$ cat src/rtl/hbridge_slew_limited_drive_unit_defines.svh
// ----------------------------------------------------------------------------
// H-bridge drive assertion macros
// Shared assertion forms for the slew-limited H-bridge drive.
// ----------------------------------------------------------------------------
`ifndef HBRIDGE_SLEW_LIMITED_DRIVE_UNIT_DEFINES_SVH
`define HBRIDGE_SLEW_LIMITED_DRIVE_UNIT_DEFINES_SVH

// The consequent must hold in the same cycle as the antecedent.
`define HBSD_ASSERT_NOW(label, ante, cons) \
  label: assert property (@(posedge clk) disable iff (!rst_n) (ante) |-> (cons)) \
    else $error("%m: same-cycle check failed");

// The consequent must hold in the cycle after the antecedent.
`define HBSD_ASSERT_NEXT(label, ante, cons) \
  label: assert property (@(posedge clk) disable iff (!rst_n) (ante) |=> (cons)) \
    else $error("%m: next-cycle check failed");

`endif

$ cat src/rtl/hbsd_pkg.sv
// ----------------------------------------------------------------------------
// H-bridge drive package
// Types and constants shared by the slew-limited H-bridge drive modules.
// ----------------------------------------------------------------------------
package hbsd_pkg;

  localparam logic [2:0] CMD_TICK      = 3'd0;
  localparam logic [2:0] CMD_COMMAND   = 3'd1;
  localparam logic [2:0] CMD_DISENGAGE = 3'd2;
  localparam logic [2:0] CMD_STOP      = 3'd3;
  localparam logic [2:0] CMD_STOP_PORT = 3'd4;
  localparam logic [2:0] CMD_STOP_STBD = 3'd5;

  localparam logic [1:0] REG_FAST_STEP    = 2'd0;
  localparam logic [1:0] REG_SLOW_STEP    = 2'd1;
  localparam logic [1:0] REG_NEUTRAL_BAND = 2'd2;

  localparam logic [10:0] NEUTRAL_POS  = 11'd1000;
  localparam logic [15:0] FULL_SCALE   = 16'd2000;
  localparam logic [15:0] NEUTRAL_TGT  = 16'd1000;

  localparam logic [7:0] TICKS_DISENGAGE       = 8'd120;
  localparam logic [7:0] TICKS_DETACH          = 8'd128;
  localparam logic [7:0] TICKS_AFTER_DISENGAGE = 8'd60;
  localparam logic [7:0] TICKS_AFTER_DETACH    = 8'd80;

  localparam logic [7:0] STEP_MIN      = 8'd1;
  localparam logic [7:0] STEP_MAX      = 8'd250;
  localparam logic [7:0] STEP_RESET    = 8'd20;
  localparam logic [9:0] BAND_RESET    = 10'd10;

  typedef struct packed {
    logic [7:0] fast_step;
    logic [7:0] slow_step;
    logic [9:0] neutral_band;
  } cfg_t;

  typedef struct packed {
    logic [2:0]  cmd;
    logic [15:0] target;
    logic        block_fault;
    logic        port_fault;
    logic        starboard_fault;
  } item_t;

  typedef struct packed {
    logic [12:0] right_duty;
    logic [12:0] left_duty;
    logic        bridge_enable;
    logic        is_engaged;
    logic [10:0] present_position;
  } res_t;

endpackage

$ cat src/rtl/hbsd_cfg.sv
// ----------------------------------------------------------------------------
// H-bridge drive configuration registers
// Holds the step limits and neutral band, clamping the step limits on write.
// ----------------------------------------------------------------------------
module hbsd_cfg import hbsd_pkg::*; (
  input  logic        clk,
  input  logic        rst_n,
  input  logic        wr_en,
  input  logic [1:0]  wr_addr,
  input  logic [15:0] wr_data,
  output cfg_t        cfg
);

  cfg_t       cfg_r;
  cfg_t       cfg_nxt;
  logic [7:0] step_clamped;

  always_comb begin
    if (wr_data[7:0] < STEP_MIN) begin
      step_clamped = STEP_MIN;
    end else if (wr_data[7:0] > STEP_MAX) begin
      step_clamped = STEP_MAX;
    end else begin
      step_clamped = wr_data[7:0];
    end
  end

  always_comb begin
    cfg_nxt = cfg_r;
    if (wr_en) begin
      case (wr_addr)
        REG_FAST_STEP:    cfg_nxt.fast_step    = step_clamped;
        REG_SLOW_STEP:    cfg_nxt.slow_step    = step_clamped;
        REG_NEUTRAL_BAND: cfg_nxt.neutral_band = wr_data[9:0];
        default:          cfg_nxt = cfg_r;
      endcase
    end
  end

  always_ff @(posedge clk) begin
    if (!rst_n) begin
      cfg_r.fast_step    <= STEP_RESET;
      cfg_r.slow_step    <= STEP_RESET;
      cfg_r.neutral_band <= BAND_RESET;
    end else begin
      cfg_r <= cfg_nxt;
    end
  end

  assign cfg = cfg_r;

endmodule

$ cat src/rtl/hbsd_core.sv
// ----------------------------------------------------------------------------
// H-bridge drive core
// Applies one word to the drive state and holds the resulting bridge outputs.
// ----------------------------------------------------------------------------
module hbsd_core import hbsd_pkg::*; (
  input  logic  clk,
  input  logic  rst_n,
  input  logic  step_en,
  input  item_t item,
  input  cfg_t  cfg,
  output res_t  res
);

  logic [10:0] goal_r, goal_nxt;
  logic [10:0] pos_r, pos_nxt;
  logic        eng_r, eng_nxt;
  logic [7:0]  ticks_r, ticks_nxt;
  logic [12:0] right_r, right_nxt;
  logic [12:0] left_r, left_nxt;
  logic        en_r, en_nxt;

  logic        move_up;
  logic [7:0]  up_lim;
  logic [7:0]  dn_lim;
  logic [10:0] gap_up;
  logic [10:0] gap_dn;
  logic [10:0] step_pos;
  logic [25:0] step_duty;
  logic        cmd_ok;
  logic        cmd_blocked;

  function automatic logic [25:0] duty_of(input logic [10:0] p, input logic [9:0] band);
    logic [10:0] offset;
    logic [12:0] duty;
    logic        above;
    logic        below;
    offset = (p >= NEUTRAL_POS) ? (p - NEUTRAL_POS) : (NEUTRAL_POS - p);
    duty   = {offset, 2'b00} + {2'b00, offset};
    above  = {1'b0, p} > ({1'b0, NEUTRAL_POS} + {2'b00, band});
    below  = ({1'b0, p} + {2'b00, band}) < {1'b0, NEUTRAL_POS};
    if (above) begin
      duty_of = {duty, 13'd0};
    end else if (below) begin
      duty_of = {13'd0, duty};
    end else begin
      duty_of = 26'd0;
    end
  endfunction

  always_comb begin
    move_up  = goal_r > pos_r;
    up_lim   = (pos_r < NEUTRAL_POS) ? cfg.slow_step : cfg.fast_step;
    dn_lim   = (pos_r > NEUTRAL_POS) ? cfg.slow_step : cfg.fast_step;
    gap_up   = goal_r - pos_r;
    gap_dn   = pos_r - goal_r;
    if (move_up) begin
      step_pos = (gap_up > {3'b000, up_lim}) ? (pos_r + {3'b000, up_lim}) : goal_r;
    end else begin
      step_pos = (gap_dn > {3'b000, dn_lim}) ? (pos_r - {3'b000, dn_lim}) : goal_r;
    end
    step_duty = duty_of(step_pos, cfg.neutral_band);
  end

  assign cmd_ok      = (item.target <= FULL_SCALE) && !item.block_fault;
  assign cmd_blocked = (item.port_fault && (item.target > NEUTRAL_TGT)) ||
                       (item.starboard_fault && (item.target < NEUTRAL_TGT));

  always_comb begin
    goal_nxt  = goal_r;
    pos_nxt   = pos_r;
    eng_nxt   = eng_r;
    ticks_nxt = ticks_r;
    right_nxt = right_r;
    left_nxt  = left_r;
    en_nxt    = en_r;
    case (item.cmd)
      CMD_TICK: begin
        if (eng_r) begin
          pos_nxt   = step_pos;
          right_nxt = step_duty[25:13];
          left_nxt  = step_duty[12:0];
        end
        ticks_nxt = ticks_r + 8'd1;
        if (ticks_nxt == TICKS_DISENGAGE) begin
          pos_nxt   = NEUTRAL_POS;
          goal_nxt  = NEUTRAL_POS;
          right_nxt = '0;
          left_nxt  = '0;
          eng_nxt   = 1'b0;
          ticks_nxt = TICKS_AFTER_DISENGAGE;
        end
        if (ticks_nxt >= TICKS_DETACH) begin
          right_nxt = '0;
          left_nxt  = '0;
          en_nxt    = 1'b0;
          ticks_nxt = TICKS_AFTER_DETACH;
        end
      end
      CMD_COMMAND: begin
        ticks_nxt = '0;
        if (cmd_ok) begin
          if (cmd_blocked) begin
            pos_nxt   = NEUTRAL_POS;
            goal_nxt  = NEUTRAL_POS;
            right_nxt = '0;
            left_nxt  = '0;
          end else begin
            goal_nxt = item.target[10:0];
            if (!eng_r) begin
              right_nxt = '0;
              left_nxt  = '0;
              en_nxt    = 1'b1;
              eng_nxt   = 1'b1;
            end
          end
        end
      end
      CMD_DISENGAGE: begin
        pos_nxt   = NEUTRAL_POS;
        goal_nxt  = NEUTRAL_POS;
        right_nxt = '0;
        left_nxt  = '0;
        eng_nxt   = 1'b0;
        ticks_nxt = TICKS_AFTER_DISENGAGE;
      end
      CMD_STOP: begin
        pos_nxt   = NEUTRAL_POS;
        goal_nxt  = NEUTRAL_POS;
        right_nxt = '0;
        left_nxt  = '0;
      end
      CMD_STOP_PORT: begin
        if (pos_r > NEUTRAL_POS) begin
          pos_nxt   = NEUTRAL_POS;
          goal_nxt  = NEUTRAL_POS;
          right_nxt = '0;
          left_nxt  = '0;
        end
      end
      CMD_STOP_STBD: begin
        if (pos_r < NEUTRAL_POS) begin
          pos_nxt   = NEUTRAL_POS;
          goal_nxt  = NEUTRAL_POS;
          right_nxt = '0;
          left_nxt  = '0;
        end
      end
      default: begin
        goal_nxt = goal_r;
      end
    endcase
  end

  always_ff @(posedge clk) begin
    if (!rst_n) begin
      goal_r  <= NEUTRAL_POS;
      pos_r   <= NEUTRAL_POS;
      eng_r   <= 1'b0;
      ticks_r <= '0;
      right_r <= '0;
      left_r  <= '0;
      en_r    <= 1'b1;
    end else if (step_en) begin
      goal_r  <= goal_nxt;
      pos_r   <= pos_nxt;
      eng_r   <= eng_nxt;
      ticks_r <= ticks_nxt;
      right_r <= right_nxt;
      left_r  <= left_nxt;
      en_r    <= en_nxt;
    end
  end

  assign res.right_duty       = right_r;
  assign res.left_duty        = left_r;
  assign res.bridge_enable    = en_r;
  assign res.is_engaged       = eng_r;
  assign res.present_position = pos_r;

endmodule

$ cat src/rtl/hbridge_slew_limited_drive_unit.sv
// ----------------------------------------------------------------------------
// Slew-limited H-bridge drive
// The block takes one word per clock while out_stall does not hold it off, and
// returns one result word for each: the word is held in the input register,
// then it updates the drive state, whose registers also hold the result word.
// The sustained rate is one word per cycle when the output is not stalled.
// Configuration writes are always ready and take effect on the next word.
// ----------------------------------------------------------------------------
`include "hbridge_slew_limited_drive_unit_defines.svh"

module hbridge_slew_limited_drive_unit import hbsd_pkg::*; (
  input  logic        clk,
  input  logic        rst_n,
  input  logic        in_valid,
  output logic        in_stall,
  input  logic [2:0]  in_cmd,
  input  logic [15:0] in_target,
  input  logic        in_block_fault,
  input  logic        in_port_fault,
  input  logic        in_starboard_fault,
  output logic        out_valid,
  input  logic        out_stall,
  output logic [12:0] out_right_duty,
  output logic [12:0] out_left_duty,
  output logic        out_bridge_enable,
  output logic        out_is_engaged,
  output logic [10:0] out_present_position,
  input  logic        cfg_valid,
  output logic        cfg_ready,
  input  logic [1:0]  cfg_addr,
  input  logic [15:0] cfg_wdata
);

  logic  in_valid_r, in_valid_nxt;
  logic  out_valid_r, out_valid_nxt;
  item_t item_r;
  logic  in_take;
  logic  step_en;
  cfg_t  cfg;
  res_t  res;

  assign cfg_ready = 1'b1;
  assign in_stall  = in_valid_r && out_valid_r && out_stall;
  assign in_take   = in_valid && !in_stall;
  assign step_en   = in_valid_r && !(out_valid_r && out_stall);

  always_comb begin
    in_valid_nxt = in_valid_r;
    if (in_take) begin
      in_valid_nxt = 1'b1;
    end else if (step_en) begin
      in_valid_nxt = 1'b0;
    end
    out_valid_nxt = out_valid_r;
    if (step_en) begin
      out_valid_nxt = 1'b1;
    end else if (out_valid_r && !out_stall) begin
      out_valid_nxt = 1'b0;
    end
  end

  always_ff @(posedge clk) begin
    if (!rst_n) begin
      in_valid_r  <= 1'b0;
      out_valid_r <= 1'b0;
    end else begin
      in_valid_r  <= in_valid_nxt;
      out_valid_r <= out_valid_nxt;
    end
  end

  always_ff @(posedge clk) begin
    if (in_take) begin
      item_r.cmd             <= in_cmd;
      item_r.target          <= in_target;
      item_r.block_fault     <= in_block_fault;
      item_r.port_fault      <= in_port_fault;
      item_r.starboard_fault <= in_starboard_fault;
    end
  end

  hbsd_cfg u_cfg (
    .clk     (clk),
    .rst_n   (rst_n),
    .wr_en   (cfg_valid && cfg_ready),
    .wr_addr (cfg_addr),
    .wr_data (cfg_wdata),
    .cfg     (cfg)
  );

  hbsd_core u_core (
    .clk     (clk),
    .rst_n   (rst_n),
    .step_en (step_en),
    .item    (item_r),
    .cfg     (cfg),
    .res     (res)
  );

  assign out_valid            = out_valid_r;
  assign out_right_duty       = res.right_duty;
  assign out_left_duty        = res.left_duty;
  assign out_bridge_enable    = res.bridge_enable;
  assign out_is_engaged       = res.is_engaged;
  assign out_present_position = res.present_position;

  `HBSD_ASSERT_NOW(a_right_above, out_right_duty != 13'd0, out_present_position > NEUTRAL_POS)
  `HBSD_ASSERT_NOW(a_left_below, out_left_duty != 13'd0, out_present_position < NEUTRAL_POS)
  `HBSD_ASSERT_NOW(a_idle_neutral, !out_is_engaged, out_present_position == NEUTRAL_POS)
  `HBSD_ASSERT_NOW(a_stall_cause, in_stall, out_valid && out_stall)
  `HBSD_ASSERT_NEXT(a_stop_neutral, step_en && item_r.cmd == CMD_STOP, out_present_position == NEUTRAL_POS && out_right_duty == 13'd0 && out_left_duty == 13'd0)

endmodule

$ cat config.mk
export PLATFORM = sky130hd
export DESIGN_NAME = hbridge_slew_limited_drive_unit
export DESIGN_NICKNAME = d
export VERILOG_FILES = /design/src/rtl/hbsd_pkg.sv /design/src/rtl/hbsd_cfg.sv /design/src/rtl/hbsd_core.sv /design/src/rtl/hbridge_slew_limited_drive_unit.sv
export VERILOG_INCLUDE_DIRS = /design/src /design/src/rtl
export SDC_FILE = /design/constraint.sdc
export NUM_CORES = 1
export LEC_CHECK = 0
export CAP_MARGIN = 20
export CORE_ASPECT_RATIO = 1.4
export CORE_MARGIN = 4
export CORE_UTILIZATION = 40
export CTS_BUF_LIST = sky130_fd_sc_hd__clkbuf_4 sky130_fd_sc_hd__clkbuf_8
export DETAILED_ROUTE_END_ITERATION = 8
export DONT_BUFFER_PORTS = 1
export REMOVE_ABC_BUFFERS = 1
export SLEW_MARGIN = 20
export SYNTH_ARGS = -nofsm -noshare
export SYNTH_HDL_FRONTEND = slang
export SYNTH_HIERARCHICAL = 1
export SYNTH_SLANG_ARGS = --single-unit
export TNS_END_PERCENT = 30
$ cat constraint.sdc
create_clock -name clk -period 8.9 [get_ports clk]
set_clock_uncertainty 0.2 [all_clocks]
set_input_delay 0 -clock clk [delete_from_list [all_inputs] [get_ports clk]]
set_output_delay 0 -clock clk [all_outputs]
set_load 0.01 [all_outputs]
### Word-level counts from Yosys, hierarchy flattened

Cells that the tools add are included.

* input bits: 45
* flip-flop bits (word level): 108
* output and inout bits: 42
* word-level logic and storage cells: 142

* magnitude comparators: 14
* mux-type cells: 51
* add/subtract/negate cells: 10
* reductions and logical operators: 31
* equal/unequal tests: 19

Operators with widths (number)
* $mux W13: 12
* $mux W11: 13
* $pmux W13 S5: 2
* $pmux W11 S5: 2
* $mux W8: 7
* $mux W26: 1
* $pmux W8 S3: 1
* $gt A11 B8 Y1: 2
* $sub A11 B11 Y11: 2
* $gt A16 B10 Y1 const B: 1
* $le A16 B11 Y1 const B: 1
* $lt A16 B10 Y1 const B: 1
* $reduce_and A7 Y1: 2
* $add A13 B11 Y13: 1
* $add A11 B10 Y12: 1
* $gt A11 B12 Y1: 1
* $lt A12 B10 Y1 const B: 1
* $ne A2 B1 Y1 const B: 6
* $reduce_and A6 Y1: 2
* $add A10 B10 Y11 const A: 1
* $add A11 B8 Y11: 1
* $ge A11 B10 Y1 const B: 1
* $gt A11 B10 Y1 const B: 1
* $gt A11 B11 Y1: 1
* other kinds (32): 61

### Longest topological paths before layout

* depth after elaboration: 14
* gate-level depth with buffers: 35
* depth with buffers taken out: 34

### By module

Netlist, hierarchy kept.

Modules (own cells, without submodules)
* hbsd_core: cells an instance 881, seq. area each 1161.1 µm², area each 6855.3 µm², instances 1
* hbsd_cfg: cells an instance 108, seq. area each 520.5 µm², area each 1039.7 µm², instances 1
* hbridge_slew_limited_drive_unit: cells an instance 32, seq. area each 700.7 µm², area each 755.7 µm², instances 1

### Worst setup path after synthesis

No wires, ideal clock.

* path kind: reg-to-reg
* start point: register u_core.pos_r[1]
* end point: register u_core.left_r[11]
* arrival time: 7.499 ns
* setup slack: 1.083 ns
* cell stages (with the launch flop): 32
* setup time: 0.117 ns
* clock period less this slack: 7.817 ns
* cell sequence: dfxtp_1 > buf_6 > inv_1 > fa_1 > a21oi_1 > o211ai_1 > or2_2 > xor2_1 > ha_1 > a2111oi_0 > a211o_1 > and3_1 > clkbuf_1 > a211oi_1 > a311oi_4 > o221ai_2 > or4b_1 > buf_4 > o21ai_2 > mux2_2 > ha_1 > a21o_1 > a21oi_1 > o21bai_1 > a21oi_1 > o21bai_1 > a21oi_1 > o21bai_1 > a21o_1 > or4_4 > and3b_1 > a32o_1

* longest elaborated chain between the ends: 14
* elaborated cells on any way between the ends: 31
* those cells by class: add/sub: 8; order compare: 8; eq/ne: 2; mux: 12; reduce/logical: 1

RTL lines
* start: declaration: RTL line hbsd_core.sv:15 `logic [10:0] pos_r, pos_nxt;`
* start signal: assignment: RTL line hbsd_core.sv:165 `pos_r <= pos_nxt;`
* $gt A11 B10 Y1 / $lt A11 B10 Y1 (equally long branches)
* $mux W8 (on tied branches): RTL line hbsd_core.sv:53, hbsd_core.sv:52
* $sub A11 B8 Y11, or another cell as far along: RTL line hbsd_core.sv:59 `step_pos = (gap_dn > {3'b000, dn_lim}) ? (pos_r - {3'b000, dn_lim}) : goal_r;`
* $mux W11 (on tied branches): RTL line hbsd_core.sv:59, hbsd_core.sv:57
* $mux W11: RTL line hbsd_core.sv:56 `if (move_up) begin`
* $sub A10 B11 Y11, or another cell as far along: RTL line hbsd_core.sv:37 `offset = (p >= NEUTRAL_POS) ? (p - NEUTRAL_POS) : (NEUTRAL_POS - p);`
* $mux W11: RTL line hbsd_core.sv:37
* $add A13 B11 Y13: RTL line hbsd_core.sv:38 `duty = {offset, 2'b00} + {2'b00, offset};`
* $mux W13: RTL line hbsd_core.sv:43 `end else if (below) begin`
* $mux W26: RTL line hbsd_core.sv:41 `if (above) begin`
* $mux W13: RTL line hbsd_core.sv:78 `if (eng_r) begin`
* $mux W13: RTL line hbsd_core.sv:84 `if (ticks_nxt == TICKS_DISENGAGE) begin`
* $mux W13: RTL line hbsd_core.sv:92 `if (ticks_nxt >= TICKS_DETACH) begin`
* $pmux W13 S5: RTL line hbsd_core.sv:76 `case (item.cmd)`
* end signal: assignment: RTL line hbsd_core.sv:169 `left_r <= left_nxt;`
* end: declaration: RTL line hbsd_core.sv:19 `logic [12:0] left_r, left_nxt;`

Parallel ways exist; a longest one is shown, timed or not. The select of a mux whose other input is x is not followed.
A chain may end at the register's enable or synchronous reset.

### Worst setup path after layout

* start point: register u_core.pos_r[0]
* end point: register u_core.left_r[11]

The elaborated chain is that of the path after synthesis.

==> flow_metrics.py <==
metrics = {
    "clock_network": {
        "clock_sinks": 108,
        "h-tree-depth": 3,
        "cts_root_buf": "clkbuf_8",
        "cts_max_path_buffers": 2,
        "clkLatencyLatePin_ps": 390,
        "cts_tree": "done",
        "cts_made_buffers": 9,
        "cts_setup_buffers": 0,
        "clkSlewWorstSetupHoldPaths_ps": 120,
    },
    "setup_path": {
        "required_ps": 8990,
        "crit_fanout": 7,
        "arrival_ps": 8350,
        "crit_path_max_incr_delay_ps": 590,
        "cp-start-kind": "register",
        "cpMostUsedCell": "a21oi_1",
        "worst-setup-path-type": "register to register",
        "cp_slowest_cell": "dfxtp_1",
        "cp-end-kind": "register",
    },
    "place": {
        "portBuffers": 0,
        "place_congestion": 0.9331,
        "dpl.hpwl_um": 20400,
        "placed_area_um2": 8929,
        "placed_cells": 1259,
    },
    "sta": {
        "worstMarginPinSlew_ps": 905.0,
        "setup_viol": 0,
        "fin_crit_sh_pct": 92.86,
        "whs_ps": -10.96,
        "maxSlewViolCount": 0,
        "finalSetupTns_ps": 0,
        "max_slew_margin_pct": 39.56,
        "hold_viol_final": 1,
        "rsz0062_at_grt": "no",
        "period_minus_slack_ps": 8264,
        "max_freq_mhz": 121.0,
    },
    "die": {
        "die_area_um2": 24080,
        "start_util_pct": 40.80,
        "coreArea_um2": 21200,
        "die_w_um": 132.3,
        "chipHeight_um": 182.0,
        "row_count": 63,
        "pin_count": 87,
    },
    "final_layout": {
        "multi_input_area_um2": 5814,
        "fillers": 2085,
        "area_delta_synth_final_pct": 11.53,
        "antenna_cells": 0,
        "design_area_um2": 9648,
        "stdcell_count": 1325,
        "seq_area_um2": 2382,
        "drive_above_1_share_pct": 7.700,
        "nets": 1183,
    },
    "power": {
        "p_comb_share_pct": 74.1,
        "power_frac_seq_pct": 16.8,
        "power_density_nw_per_um2": 338.8,
        "clockPowerShare_pct": 9.1,
        "irDropWorstVdd_mv": 0.5392,
        "intPower_mw": 1.647,
        "power_leakage_nw": 4.017,
        "switchingPower_mw": 1.621,
        "switching_share_pct": 49.61,
    },
    "routing": {
        "dr.first_iter.drc_count": 504,
        "wl_um": 26240,
        "ant_nets": 0,
        "via_count": 7838,
        "wl_per_cell_um": 19.80,
        "route.detailed.drc": 0,
        "firstDrtPassIters": 5,
        "vias_per_cell": 5.915,
    },
    "synthesis": {
        "synth_most_common_cell": "nand2_1",
        "synthFlopType": "dfxtp_1",
        "yosysUniqueCellTypes": 90,
        "synth_area_leader_cell": "dfxtp_1",
        "yosysSeqAreaShare_pct": 27.54,
        "synth_edf_count": 22,
        "synthTopCellsByCount": "nand2_1, dfxtp_1, ha_1",
        "synth-seq-cells": 108,
        "synth_area_um2": 8651,
        "synth_area_per_cell_um2": 8.473,
        "synth_top_cell_area_share_pct": 19.90,
        "syn_inst": 1021,
        "synthArstFlopShare_pct": 0,
        "synth_warnings": 6,
        "synthTopCellsByArea": "dfxtp_1, ha_1, edfxtp_1, xnor2_1, nand2_1",
    },
    "min_path": {
        "hp-class": "input pin to register",
    },
    "global_route": {
        "grt_pass1_vias": 7738,
        "grt_max_degree": 77,
        "antenna_found_initial": 0,
        "grt_pass1_wl_um": 41320,
        "globalRouteTotalUtil_pct": 21.45,
        "grt_overflow": 0,
    },
    "outcome": {
        "violations": "hold timing",
        "status": "finished with violations",
    },
    "flow_run": {
        "drv_cap": 0,
    },
}
==> cells in the final DEF (no fill, tap or decap), types with 21 or more instances in the layout <==
cell and instances:
a21oi_1 57, and2_1 21, inv_1 67, buf_4 22
dfxtp_1 86, o21ai_0 49, edfxtp_1 22, ha_1 73
xnor2_1 44, nand3_1 37, dlygate4sd3_1 49, nor2_1 39
nand2_1 96, nor3_1 25, nor2b_1 23
==> stage by stage <==
| stage | hold slack (ps) | utilization, % | power (mW) | setup WS (ps) |
|---|---|---|---|---|
| 6_report | -10.96 | 45.50 | 3.269 | 635.9 |
| 5_1_grt | 24.42 | 45.50 | 3.581 | 2.054 |
| 4_1_cts | 1.459 | 45.45 | 3.288 | 636.0 |
| 3_5_place_dp | -119.1 | 42.11 | 2.936 | 696.2 |
| 3_3_place_gp | -123.9 | 42.11 | 2.915 | 753.4 |
| 2_1_floorplan | -138.1 | - | 2.410 | 1058 |
==> worst max-delay path: cells and delay by family, from the launching register on <==
kind                       cells  cell delay (ps)
AOI/OAI and AO/OA             14             2890
and+or+nand+nor                7             2210
adders and majority gates      4             1280
DFF                            1              590
buffers and inverters          3              420
xor gates and xnor gates       2              330
muxes                          1              240
==> kinds of logic (layout without fill, tap and decap cells) <==
kind of cell	after synthesis	count (layout)	synth area share (%)
multiplexers	24	24	2.864
other	1	1	0.04335
AND/OR/NAND/NOR	325	325	19.92
adder cells (fa/ha/maj)	80	80	11.86
AO/OA/AOI/OAI	310	310	25.98
flip-flops	108	108	27.54
XOR/XNOR	62	62	6.277
buffers and inverters	111	155	5.525
==> power by group through the flow <==
stage / Combinational [mW] / Clock, mW / Sequential, mW
after floorplan: 1.86 / 0 / 0.555
after global placement: 2.35 / 0 / 0.562
after detailed placement: 2.37 / 0 / 0.562
after CTS: 2.42 / 0.313 / 0.551
after global routing: 2.70 / 0.330 / 0.554
final: 2.42 / 0.298 / 0.550
==> per-layer routing <==
| layer | wire length, um | track usage, % |
|---|---|---|
| met1 | 10150 | 23.62 |
| met2 | 13530 | 39.89 |
| met3 | 1272 | 3.381 |
| met4 | 1285 | 10.32 |
| met5 | 0 | 0 |
==> registers in the layout, summed over array words and instances, names as in the netlist <==
register and flops:
u_core/ticks_r 8, out_valid 1, item_r 22, u_cfg/cfg 26, u_core/pos_r 11, u_core/left_r 13, u_core/goal_r 11, in_valid_r 1
u_core/en_r 1, u_core/right_r 13, u_core/eng_r 1
==> path summary, 6_finish.rpt <==
kind | endpoint | slack (ps) | depth (start not counted) | start
hold reg to reg | u_cfg/cfg[21] | 290 | 2 | u_cfg/cfg[21]
hold / removal | u_cfg/cfg[21] | -10 | 3 | cfg_valid
setup / recovery | u_core/left_r[11] | 640 | 31 | u_core/pos_r[0]
setup reg to reg | u_core/left_r[11] | 640 | 31 | u_core/pos_r[0]
==> layout make-up <==
cell class,instances,area share [%]
Sequential cell,108,24.69
Clock buffer,10,1.362
Clock inverter,6,0.6225
Inverter,67,2.607
Multi-Input combinational cell,802,60.26
Timing Repair Buffer,72,7.081
Tap cell,260,3.372
==> timing repair <==
action | 4_1_cts | 5_1_grt
hold buffers | 50 | 0
endpoints found under the hold margin | 131 | 0
endpoints found under the setup margin | 0 | 1
gates resized for setup | 0 | 1
Power figures use the tool's default switching activity.
